`config.mk`:
```
export PLATFORM = sky130hd
export DESIGN_NAME = websocket_frame_deframer_unmask
export DESIGN_NICKNAME = d
export VERILOG_FILES = /design/src/wsdf_pkg.sv /design/src/wsdf_front.sv /design/src/wsdf_queue.sv /design/src/wsdf_back.sv /design/src/websocket_frame_deframer_unmask.sv
export SDC_FILE = /design/constraint.sdc
export NUM_CORES = 1
export LEC_CHECK = 0
export BUFFER_PORTS_ARGS = -buffer_cell sky130_fd_sc_hd__buf_2
export CAP_MARGIN = 10
export CELL_PAD_IN_SITES_DETAIL_PLACEMENT = 0
export CELL_PAD_IN_SITES_GLOBAL_PLACEMENT = 1
export CORE_MARGIN = 2
export CORE_UTILIZATION = 37
export CTS_CLUSTER_DIAMETER = 120
export CTS_CLUSTER_SIZE = 40
export DETAILED_ROUTE_END_ITERATION = 7
export GPL_TIMING_DRIVEN = 0
export PLACE_DENSITY = 0.76
export SYNTH_ARGS = -nofsm -noshare
export SYNTH_HDL_FRONTEND = slang
export SYNTH_SLANG_ARGS = --single-unit
```
`constraint.sdc`:
```
create_clock -name clk -period 4.2 [get_ports clk]
set_clock_uncertainty 0.05 [all_clocks]
set_input_delay 0.63 -clock clk [delete_from_list [all_inputs] [get_ports clk]]
set_output_delay 0.63 -clock clk [all_outputs]
set_load 0.02 [all_outputs]
```
`src/wsdf_pkg.sv`:
```
// shared types and constants for the websocket deframer
`timescale 1ns / 1ps
package wsdf_pkg;

  typedef enum logic [1:0] {
    KIND_PAYLOAD = 2'd0,
    KIND_EMPTY   = 2'd1,
    KIND_CLOSE   = 2'd2,
    KIND_REFUSED = 2'd3
  } wsdf_kind_t;

  localparam logic [3:0] OP_CLOSE  = 4'h8;
  localparam logic [6:0] LEN_EXT16 = 7'd126;
  localparam logic [6:0] LEN_EXT64 = 7'd127;
  localparam logic [3:0] EXT16_CNT = 4'd2;
  localparam logic [3:0] EXT64_CNT = 4'd8;
  localparam logic [3:0] KEY_CNT   = 4'd4;

  // one classified word handed from the parser to the output stage
  typedef struct packed {
    logic [7:0] data;
    logic [7:0] key;
    wsdf_kind_t kind;
    logic       last;
  } wsdf_cmd_t;

endpackage

```
`src/wsdf_front.sv`:
```
// header parser: tracks frame phase and classifies each incoming word
`timescale 1ns / 1ps
module wsdf_front #(
  parameter int LENGTH_BITS = 64
) (
  input  logic              clk,
  input  logic              rst_n,
  input  logic              in_valid,
  input  logic              in_ready,
  input  logic [7:0]        in_byte,
  output logic              push,
  output wsdf_pkg::wsdf_cmd_t push_cmd
);
  import wsdf_pkg::*;

  typedef enum logic [5:0] {
    PH_HDR0   = 6'b000001,
    PH_HDR1   = 6'b000010,
    PH_EXT    = 6'b000100,
    PH_KEY    = 6'b001000,
    PH_DATA   = 6'b010000,
    PH_CLOSED = 6'b100000
  } phase_t;

  phase_t                 phase_r, phase_nxt;
  logic [3:0]             opcode_r, opcode_nxt;
  logic                   mask_present_r, mask_present_nxt;
  logic [3:0]             hdr_cnt_r, hdr_cnt_nxt;
  logic [LENGTH_BITS-1:0] bytes_left_r, bytes_left_nxt;
  logic [31:0]            mask_key_r, mask_key_nxt;
  logic [1:0]             key_index_r, key_index_nxt;

  logic                   accept;
  logic [7:0]             key_byte;
  logic [LENGTH_BITS-1:0] len7_ext;

  assign accept   = in_valid & in_ready;
  assign len7_ext = {{(LENGTH_BITS-7){1'b0}}, in_byte[6:0]};

  always_comb begin
    unique case (key_index_r)
      2'd0: key_byte = mask_key_r[31:24];
      2'd1: key_byte = mask_key_r[23:16];
      2'd2: key_byte = mask_key_r[15:8];
      2'd3: key_byte = mask_key_r[7:0];
    endcase
  end

  always_comb begin
    phase_nxt        = phase_r;
    opcode_nxt       = opcode_r;
    mask_present_nxt = mask_present_r;
    hdr_cnt_nxt      = hdr_cnt_r;
    bytes_left_nxt   = bytes_left_r;
    mask_key_nxt     = mask_key_r;
    key_index_nxt    = key_index_r;
    push             = 1'b0;
    push_cmd.data    = 8'd0;
    push_cmd.key     = 8'd0;
    push_cmd.kind    = KIND_PAYLOAD;
    push_cmd.last    = 1'b0;
    if (accept) begin
      unique case (phase_r)
        PH_HDR1: begin
          mask_present_nxt = in_byte[7];
          if (opcode_r == OP_CLOSE) begin
            phase_nxt     = PH_CLOSED;
            push          = 1'b1;
            push_cmd.kind = KIND_CLOSE;
          end else if (in_byte[6:0] == LEN_EXT16) begin
            bytes_left_nxt = '0;
            hdr_cnt_nxt    = EXT16_CNT;
            phase_nxt      = PH_EXT;
          end else if (in_byte[6:0] == LEN_EXT64) begin
            bytes_left_nxt = '0;
            hdr_cnt_nxt    = EXT64_CNT;
            phase_nxt      = PH_EXT;
          end else begin
            bytes_left_nxt = len7_ext;
            key_index_nxt  = 2'd0;
            if (in_byte[7]) begin
              hdr_cnt_nxt = KEY_CNT;
              phase_nxt   = PH_KEY;
            end else begin
              mask_key_nxt = 32'd0;
              if (in_byte[6:0] == 7'd0) begin
                phase_nxt     = PH_HDR0;
                push          = 1'b1;
                push_cmd.kind = KIND_EMPTY;
                push_cmd.last = 1'b1;
              end else begin
                phase_nxt = PH_DATA;
              end
            end
          end
        end
        PH_EXT: begin
          // saturate once the length no longer fits
          if (|bytes_left_r[LENGTH_BITS-1 -: 8]) begin
            bytes_left_nxt = '1;
          end else begin
            bytes_left_nxt = {bytes_left_r[LENGTH_BITS-9:0], in_byte};
          end
          hdr_cnt_nxt = hdr_cnt_r - 4'd1;
          if (hdr_cnt_r == 4'd1) begin
            key_index_nxt = 2'd0;
            if (mask_present_r) begin
              hdr_cnt_nxt = KEY_CNT;
              phase_nxt   = PH_KEY;
            end else begin
              mask_key_nxt = 32'd0;
              if (bytes_left_nxt == '0) begin
                phase_nxt     = PH_HDR0;
                push          = 1'b1;
                push_cmd.kind = KIND_EMPTY;
                push_cmd.last = 1'b1;
              end else begin
                phase_nxt = PH_DATA;
              end
            end
          end
        end
        PH_KEY: begin
          mask_key_nxt = {mask_key_r[23:0], in_byte};
          hdr_cnt_nxt  = hdr_cnt_r - 4'd1;
          if (hdr_cnt_r == 4'd1) begin
            if (bytes_left_r == '0) begin
              phase_nxt     = PH_HDR0;
              push          = 1'b1;
              push_cmd.kind = KIND_EMPTY;
              push_cmd.last = 1'b1;
            end else begin
              phase_nxt = PH_DATA;
            end
          end
        end
        PH_DATA: begin
          key_index_nxt  = key_index_r + 2'd1;
          bytes_left_nxt = bytes_left_r - LENGTH_BITS'(1);
          push           = 1'b1;
          push_cmd.data  = in_byte;
          push_cmd.key   = key_byte;
          push_cmd.last  = (bytes_left_r == LENGTH_BITS'(1));
          if (bytes_left_r == LENGTH_BITS'(1)) begin
            phase_nxt = PH_HDR0;
          end
        end
        PH_CLOSED: begin
          push          = 1'b1;
          push_cmd.kind = KIND_REFUSED;
        end
        default: begin
          opcode_nxt = in_byte[3:0];
          phase_nxt  = PH_HDR1;
        end
      endcase
    end
  end

  always_ff @(posedge clk) begin
    if (!rst_n) begin
      phase_r        <= PH_HDR0;
      opcode_r       <= 4'd0;
      mask_present_r <= 1'b0;
      hdr_cnt_r      <= 4'd0;
      bytes_left_r   <= '0;
      mask_key_r     <= 32'd0;
      key_index_r    <= 2'd0;
    end else begin
      phase_r        <= phase_nxt;
      opcode_r       <= opcode_nxt;
      mask_present_r <= mask_present_nxt;
      hdr_cnt_r      <= hdr_cnt_nxt;
      bytes_left_r   <= bytes_left_nxt;
      mask_key_r     <= mask_key_nxt;
      key_index_r    <= key_index_nxt;
    end
  end

endmodule

```
`src/wsdf_queue.sv`:
```
// two-entry queue between the parser and the output stage
`timescale 1ns / 1ps
module wsdf_queue (
  input  logic                clk,
  input  logic                rst_n,
  input  logic                push,
  input  wsdf_pkg::wsdf_cmd_t push_cmd,
  output logic                not_full,
  input  logic                pop,
  output logic                not_empty,
  output wsdf_pkg::wsdf_cmd_t pop_cmd
);
  import wsdf_pkg::*;

  wsdf_cmd_t  mem_r [2];
  logic       wr_ptr_r, wr_ptr_nxt;
  logic       rd_ptr_r, rd_ptr_nxt;
  logic [1:0] count_r, count_nxt;

  assign not_full  = (count_r != 2'd2);
  assign not_empty = (count_r != 2'd0);
  assign pop_cmd   = mem_r[rd_ptr_r];

  always_comb begin
    wr_ptr_nxt = wr_ptr_r ^ push;
    rd_ptr_nxt = rd_ptr_r ^ pop;
    count_nxt  = count_r + {1'b0, push} - {1'b0, pop};
  end

  always_ff @(posedge clk) begin
    if (push) begin
      mem_r[wr_ptr_r] <= push_cmd;
    end
  end

  always_ff @(posedge clk) begin
    if (!rst_n) begin
      wr_ptr_r <= 1'b0;
      rd_ptr_r <= 1'b0;
      count_r  <= 2'd0;
    end else begin
      wr_ptr_r <= wr_ptr_nxt;
      rd_ptr_r <= rd_ptr_nxt;
      count_r  <= count_nxt;
    end
  end

endmodule

```
`src/wsdf_back.sv`:
```
// output stage: applies the mask key and holds the result word
`timescale 1ns / 1ps
module wsdf_back (
  input  logic                clk,
  input  logic                rst_n,
  input  logic                cmd_valid,
  input  wsdf_pkg::wsdf_cmd_t cmd,
  output logic                pop,
  output logic                out_valid,
  input  logic                out_ready,
  output logic [7:0]          out_byte,
  output logic [1:0]          out_kind,
  output logic                out_last
);
  import wsdf_pkg::*;

  logic       out_valid_r, out_valid_nxt;
  logic [7:0] out_byte_r;
  wsdf_kind_t out_kind_r;
  logic       out_last_r;

  assign pop           = cmd_valid & (~out_valid_r | out_ready);
  assign out_valid_nxt = pop | (out_valid_r & ~out_ready);

  always_ff @(posedge clk) begin
    if (!rst_n) begin
      out_valid_r <= 1'b0;
    end else begin
      out_valid_r <= out_valid_nxt;
    end
  end

  always_ff @(posedge clk) begin
    if (pop) begin
      out_byte_r <= cmd.data ^ cmd.key;
      out_kind_r <= cmd.kind;
      out_last_r <= cmd.last;
    end
  end

  assign out_valid = out_valid_r;
  assign out_byte  = out_byte_r;
  assign out_kind  = out_kind_r;
  assign out_last  = out_last_r;

endmodule

```
`src/websocket_frame_deframer_unmask.sv`:
```
// top level of the websocket frame deframer with payload unmasking
//
// input channel: one stream byte per word on in_byte, in_valid/in_ready.
// output channel: out_byte, out_kind, out_last with out_valid/out_ready.
//   out_kind 0 payload byte (unmasked), 1 empty message, 2 close received,
//   3 refused while closed; out_byte is zero unless out_kind is 0.
// header, extended length and key bytes give no output word, but a
//   close frame's second header byte gives the close word and the last
//   header byte of an empty message the empty word.
// throughput: one byte per cycle while in_ready is high; the parser
//   state register handles each byte and writes any word into the
//   two-entry queue; the output register takes one word a cycle if free.
// a stalled receiver fills the queue; in_ready drops only when both
//   entries are held, so bytes with no output still wait in that case.
// reset (synchronous, rst_n low) returns the parser to the first header
//   byte, clears the length, key and closed state, and empties the queue.
// after a close frame every byte is answered with a refused word until
//   reset.
`timescale 1ns / 1ps
module websocket_frame_deframer_unmask #(
  parameter int LENGTH_BITS = 64
) (
  input  logic       clk,
  input  logic       rst_n,
  input  logic       in_valid,
  output logic       in_ready,
  input  logic [7:0] in_byte,
  output logic       out_valid,
  input  logic       out_ready,
  output logic [7:0] out_byte,
  output logic [1:0] out_kind,
  output logic       out_last
);
  import wsdf_pkg::*;

  logic      push;
  wsdf_cmd_t push_cmd;
  logic      pop;
  logic      q_not_empty;
  wsdf_cmd_t pop_cmd;

  wsdf_front #(
    .LENGTH_BITS(LENGTH_BITS)
  ) u_front (
    .clk      (clk),
    .rst_n    (rst_n),
    .in_valid (in_valid),
    .in_ready (in_ready),
    .in_byte  (in_byte),
    .push     (push),
    .push_cmd (push_cmd)
  );

  wsdf_queue u_queue (
    .clk       (clk),
    .rst_n     (rst_n),
    .push      (push),
    .push_cmd  (push_cmd),
    .not_full  (in_ready),
    .pop       (pop),
    .not_empty (q_not_empty),
    .pop_cmd   (pop_cmd)
  );

  wsdf_back u_back (
    .clk       (clk),
    .rst_n     (rst_n),
    .cmd_valid (q_not_empty),
    .cmd       (pop_cmd),
    .pop       (pop),
    .out_valid (out_valid),
    .out_ready (out_ready),
    .out_byte  (out_byte),
    .out_kind  (out_kind),
    .out_last  (out_last)
  );

  a_nonpayload_zero: assert property (@(posedge clk) disable iff (!rst_n)
    out_valid && out_kind != KIND_PAYLOAD |-> out_byte == 8'd0)
    else $error("non-payload word carries data");

  a_close_not_last: assert property (@(posedge clk) disable iff (!rst_n)
    out_valid && (out_kind == KIND_CLOSE || out_kind == KIND_REFUSED) |-> !out_last)
    else $error("close or refused word marked last");

  a_closed_sticky: assert property (@(posedge clk) disable iff (!rst_n)
    out_valid && out_ready && (out_kind == KIND_CLOSE || out_kind == KIND_REFUSED)
    |=> !out_valid || out_kind == KIND_REFUSED)
    else $error("word other than refused after close");

  a_empty_last: assert property (@(posedge clk) disable iff (!rst_n)
    out_valid && out_kind == KIND_EMPTY |-> out_last)
    else $error("empty message not marked last");

endmodule

```
==> key figures, run 1 <==
Status
  • Status: completed

Timing
  • Final setup margin: roughly 0.29 ns
  • Final worst path period need: ~4 ns
  • Slew of the pin with the lowest slew margin: ~1.2 ns
  • Max-slew violations: 0
  • Fmax: ~260 MHz
  • Final Hold Violating Endpoints: 0
  • RSZ-0062 raised after global routing: false
  • Max_slew headroom: between 10% and 20%
  • Final Cycle Share: 93.2%
  • Setup violations, final: 0

Clocking
  • # clock sinks: about 170
  • CTS tree: done
  • Worst skew pair latency: between 0.4 and 0.5 ns
  • Cts-stage hold buffer count: 0
  • Htree depth: 4
  • Clock slew at reported path FFs: 0.08 ns
  • Clk root buf: clkbuf_16
  • CTS buffer count: 17
  • Clock Path Buffers: 2

Final layout
  • Nets: roughly 1.1k
  • Layout area overhead: 13.1%
  • Cell area after layout: around 10000 sq um
  • N_diodes: 0
  • Share of layout cells above drive strength 1: about 8.5%

Worst setup path
  • Buf/Inv on CP: 1
  • Crit path arrival time: a little under 4 ns
  • CP delay by family, top: simple AND/OR/NAND/NOR gates
  • Startpoint types: flip-flop
  • Slowest CP cell: or4_4
  • Setup CP Type: flip-flop to flip-flop
  • R2R depth: 7
  • Worst Path Max Fanout: 19
  • WP depth: 7
  • Crit-path max cell delay: 0.60 ns
  • Crit. End Element: flip-flop
  • CP Cell Sequence: or4_4, or4_1, clkbuf_1, nor4_2, o2111ai_1, a21oi_1, ha_2
  • Worst Path Required: 4.24 ns

Placed design
  • Placement Setup Slack: -0.0446 ns
  • DP Area: about 9500 sq um
  • Detailed placement HPWL: approximately 22 mm
  • GPL Wtd Cong: 0.911
  • Input/output buffers: 23

Synthesis
  • Asr flop ratio synth: 0%
  • Top cells by count, synth: nor2_1, dfxtp_1, nand2_1, a21oi_1, o21ai_0
  • Number of synthesized flops with an enable pin: just under 50
  • Synth top area cells: dfxtp_1, edfxtp_1, nor2_1
  • Count of cell types in the netlist: 75
  • Yosys top cell area share: about a quarter
  • Most area-hungry cell type in the Yosys netlist: dfxtp_1
  • Largest family of logic cells by synthesized area: simple AND/OR/NAND/NOR gates
  • Main flop type after synthesis: dfxtp_1
  • Count leader, synth: nor2_1
  • Ys Warns: 0
  • Mux contribution to synthesized area: 1.27%
  • Synthesized area: ~8900 sq um
  • Sequential area share after synthesis: around 43%
  • Post-Synth XOR/XNOR Area: roughly 2.1%
  • Syn avg cell area: around 8.4 sq um
  • Post-Synth Adder-Cell Area: ~1.7%
  • #FFs+latches synth: between 150 and 200
  • Post-Synth Simple-Gate Area: between 20% and 30%
  • Mapped Cells: roughly 1.1k
  • Post-synthesis compound-gate area fraction: 22.3%
  • Syn Nets: 1090

Route
  • Wire per inst: approximately 22 microns
  • DR vias: between 8k and 9k
  • DRT Pass-1 Iters: 6
  • First DRT Iteration DRCs: roughly 1.2k
  • Antenna viol nets, final: 0
  • Vias per Instance: between 6 and 7
  • Post-Route WL: between 30 and 40 mm
  • Residual DRC count: 0

Global route
  • Largest net degree at the start of global routing: 22
  • Vias in the first global route: roughly 8.4k
  • Global-route wire length before repair: slightly below 50 mm
  • Initial antenna violation count: 0
  • GRT overflow: 0
  • GR Util All Layers: 24.1%

Die
  • Die width: about 160 microns
  • Die height: 159 microns
  • # rows: 56
  • Area of the core: 23600 sq um
  • Initial Utilization: around 38%
  • Die Footprint: approximately 25000 sq um
  • Ports: 25

Pwr
  • Pwr per Cell Area: roughly 450 nW/um^2
  • Peak supply drop: around 240 uV
  • Static Leakage: roughly 3.4 nW

Hold path
  • Hold Crit Depth: 2
  • Hold/Removal Path Class: flip-flop to flip-flop

Run
  • Maxcap violations: 0
==> cell usage in the layout (no fill, tap or decap), types with 14 or more instances in the layout <==
| cell | n |
|---|---|
| nor2_1 | 141 |
| dfxtp_1 | 119 |
| nand2_1 | 102 |
| a21oi_1 | 80 |
| o21ai_0 | 73 |
| clkbuf_1 | 71 |
| edfxtp_1 | 49 |
| nand3_1 | 48 |
| nor4_1 | 28 |
| buf_2 | 28 |
| or3_1 | 25 |
| nor3_1 | 24 |
| o22ai_1 | 19 |
| or4_1 | 17 |
| clkbuf_16 | 17 |
| inv_1 | 14 |
| nand4_1 | 14 |
| a32o_1 | 14 |
==> sequential cells by signal (all words and copies together) (netlist names), named ones only <==
register,cells
u_front.phase_r,6
u_back.out_kind,2
u_front.mask_key_r,32
u_front.mask_present_r,1
u_back.out_last,1
u_front.hdr_cnt_r,4
u_back.out_valid,1
u_front.key_index_r,2
u_queue.rd_ptr_r,1
u_queue.count_r,2
u_queue.wr_ptr_r,1
u_front.bytes_left_r,64
u_back.out_byte,8
u_front.opcode_r,4
u_queue.mem_r,38
==> final timing paths <==
check	from	end	slack [ns]
worst max-delay path	u_front.bytes_left_r[42]	u_queue.mem_r[1][15]	0.29
worst min-delay path	u_front.mask_key_r[24]	u_front.mask_key_r[24]	0.40
worst max register to register	u_front.bytes_left_r[42]	u_queue.mem_r[1][15]	0.29
worst min register to register	u_front.mask_key_r[24]	u_front.mask_key_r[24]	0.40
==> per-layer routing <==
metal	wire [microns]	GRT usage (%)
met2	13600	36.6
met4	669	7.56
met5	0	0
met3	2790	4.56
met1	14000	34.5
==> worst reg2reg max path, cell delays in order (launching register included) <==
cell	delay (ns)
dfxtp_1	0.40
or4_4	0.60
or4_1	0.47
clkbuf_1	0.25
nor4_2	0.46
o2111ai_1	0.30
a21oi_1	0.45
ha_2	0.58
==> stage by stage <==
step                setup TNS [ns]  power, mW  utilization (%)  std cells  hold WS, ns
finish                           0       4.51             42.8       1442        0.404
floorplan                        0       2.54                -       1066        0.382
global route                     0       4.70             42.8       1442        0.425
global placement             -3.47       2.87             40.1       1408        0.393
detailed placement           -1.25       2.88             40.1       1408        0.396
CTS                              0       4.51             42.7       1440        0.407
==> layout make-up <==
type                    instances  area [sq um]
plain buffers                  80           315
clock buffers                  17           425
clock inverters                15           201
fillers                      2388         13500
inverters                      14          52.6
multi-input cells             804          4740
flip-flops and latches        168          3850
well taps                     319           399
repair buffers                 25           128
==> power breakdown <==
group          internal (mW)  leakage (nW)  switching, mW
Combinational          0.328          1.71          0.738
Clock                  0.820         0.301          0.822
Sequential              1.76          1.35         0.0470
Total                   2.91          3.36           1.61
==> what timing repair did <==
item                                   CTS  global route
endpoints found under the hold margin    0             0
setup buffers                            0             0
setup endpoints to repair               38            38
gates resized for setup                  1             3
==> cells by family after synthesis <==
logic type,count (synthesis)
mux,11
xor+xnor,21
compound gates,302
simple gates,458
fa+ha+maj,12
buf+inv,94
flops,168
Power figures use the tool's default switching activity.
==> inputs of run 2 (changes only) <==
--- a/config.mk
+++ b/config.mk
@@ -15,7 +15,7 @@
 export CTS_CLUSTER_SIZE = 40
 export DETAILED_ROUTE_END_ITERATION = 7
 export GPL_TIMING_DRIVEN = 0
-export PLACE_DENSITY = 0.76
+export PLACE_DENSITY = 0.68
 export SYNTH_ARGS = -nofsm -noshare
 export SYNTH_HDL_FRONTEND = slang
 export SYNTH_SLANG_ARGS = --single-unit
==> key figures, run 2 (synthesis gave the netlist of run 1 again) <==
Clocking
  • # clock sinks: 168
  • Clock slew at reported path FFs: approximately 0.080 ns
  • CTS tree: done
  • Clk root buf: clkbuf_16
  • Cts-stage hold buffer count: 0
  • Worst skew pair latency: between 0.4 and 0.5 ns
  • Htree depth: 4
  • CTS buffer count: 17
  • Setup Buffers After CTS: 0
  • Clock Path Buffers: 2

Worst setup path
  • Start point of the critical path: u_front.bytes_left_r[42]
  • Crit. End Element: flip-flop
  • Crit path arrival time: 4.14 ns
  • Worst Path Max Fanout: 19
  • Worst reg2reg startpoint: u_front.bytes_left_r[42]
  • Setup CP Type: flip-flop to flip-flop
  • Worst Path Required: between 4 and 5 ns
  • Startpoint types: flip-flop

Placed design
  • DP Area: 9460 sq um
  • Input/output buffers: 23
  • GPL Wtd Cong: 0.869
  • Detailed placement HPWL: 23.0 mm
  • Placed instance count: between 1k and 1.5k

Route
  • First DRT Iteration DRCs: roughly 870
  • Wire per inst: between 20 and 25 microns
  • Post-Route WL: 32.6 mm
  • DRT Pass-1 Iters: 8
  • DR vias: between 8k and 9k
  • Antenna viol nets, final: 0
  • Vias per Instance: around 6.1
  • Residual DRC count: 0

Timing
  • Max_slew headroom: roughly 22%
  • Slew of the pin with the lowest slew margin: ~1.2 ns
  • Max-slew violations: 0
  • Setup violations, final: 0
  • Hold Slack: 0.405 ns
  • Fmax: roughly 240 MHz
  • Final Cycle Share: 98.3%
  • Final Hold Violating Endpoints: 0
  • Final worst path period need: roughly 4.1 ns
  • RSZ-0062 raised after global routing: true

Die
  • Initial Utilization: roughly 38%
  • Ports: 25
  • Die width: around 160 microns
  • Die height: ~160 microns
  • Area of the core: around 24000 sq um
  • Die Footprint: 25400 sq um
  • # rows: between 50 and 60

Final layout
  • Layout Utilization: 42.6%
  • Commonest non-fill, non-tap cell in the layout: nor2_1
  • Largest register FFs: between 60 and 70
  • Commonest non-fill, non-tap cells in the layout: nor2_1, dfxtp_1, nand2_1, a21oi_1, o21ai_0
  • Final cell count without fillers: ~1.4k
  • Fill cell count: roughly 2.4k
  • Layout area overhead: 12.4%
  • Nets: about 1.1k
  • Top reg by flops: u_front.bytes_left_r
  • Multi-input logic area: roughly 4700 sq um
  • Share of layout cells above drive strength 1: around 8.0%
  • Sequential Area: ~3900 sq um
  • N_diodes: 0
  • Biggest regs: u_front.bytes_left_r x64, u_queue.mem_r x38, u_front.mask_key_r x32
  • Cell area after layout: about 10000 sq um

Global route
  • GRT overflow: 0
  • Global-route wire length before repair: 50.4 mm
  • Vias in the first global route: about 8.3k
  • GR Util All Layers: roughly a quarter
  • Initial antenna violation count: 0
  • Largest net degree at the start of global routing: 20

Run
  • Maxcap violations: 0

Hold path
  • Hold/Removal Path Class: flip-flop to flip-flop
  • Worst Hold Launch: u_front.mask_key_r[30]

Pwr
  • Peak supply drop: between 200 and 300 uV
  • Pwr per Cell Area: roughly 440 nW/um^2
  • Static Leakage: ~3.3 nW

Status
  • Status: completed
## run 2: cell count changes in the layout (fill, tap and decap cells not counted), sizes merged
| cell | delta |
|---|---|
| inv | -1 |
| clkinvlp | +1 |
| clkinv | -1 |
| buf | +1 |
| clkbuf | -1 |
## run 2: stage by stage
stage / setup WS, ns / TNS (ns) / total power [mW]
6_report: 0.0694 / 0 / 4.46
5_1_grt: -0.135 / -4.64 / 4.64
4_1_cts: -0.0636 / -2.10 / 4.46
3_5_place_dp: 0.00469 / 0 / 2.88
3_3_place_gp: -0.0703 / -2.35 / 2.89
2_1_floorplan: 0.827 / 0 / 2.54
## run 2: per-layer routing
metal,wire length [microns],share of wire [%],up-vias,GRT usage (%)
met5,0,0,-,0
met4,652,2.0,0,8.60
met3,2370,7.3,52,3.39
met2,15100,46,444,40.4
met1,14500,44,4268,35.2
li1,-,-,4091,-
## run 2: final timing paths
check             cells after the start  slack, ns                     end
setup / recovery                      7       0.07     u_queue.mem_r[1][5]
hold / removal                        2       0.40  u_front.mask_key_r[30]
setup reg to reg                      7       0.07     u_queue.mem_r[1][5]
hold reg to reg                       2       0.40  u_front.mask_key_r[30]
## run 2: power by group
group	internal [mW]	switching, mW	leakage (nW)
combinational	0.328	0.736	1.71
sequential	1.76	0.0476	1.35
clock	0.796	0.794	0.281
## run 2: layout make-up
class | count | share of cell area [%]
multi-input cells | 804 | 47.0
flip-flops and latches | 168 | 38.3
clock buffers | 18 | 4.27
well taps | 319 | 3.97
plain buffers | 80 | 3.14
clock inverters | 14 | 1.53
repair buffers | 24 | 1.19
inverters | 14 | 0.523
## run 2: critical path, cell delays in order (launching register included)
cell	delay, ns
dfxtp_1	0.40
or4_4	0.61
or4_1	0.48
clkbuf_1	0.20
nor4_2	0.47
o2111ai_1	0.32
a21oi_1	0.40
ha_1	0.81
## run 2: timing repair
item	in CTS	in global routing
setup endpoints to repair	38	38
endpoints found under the hold margin	0	0
pin swaps	0	0
gates resized for setup	0	1
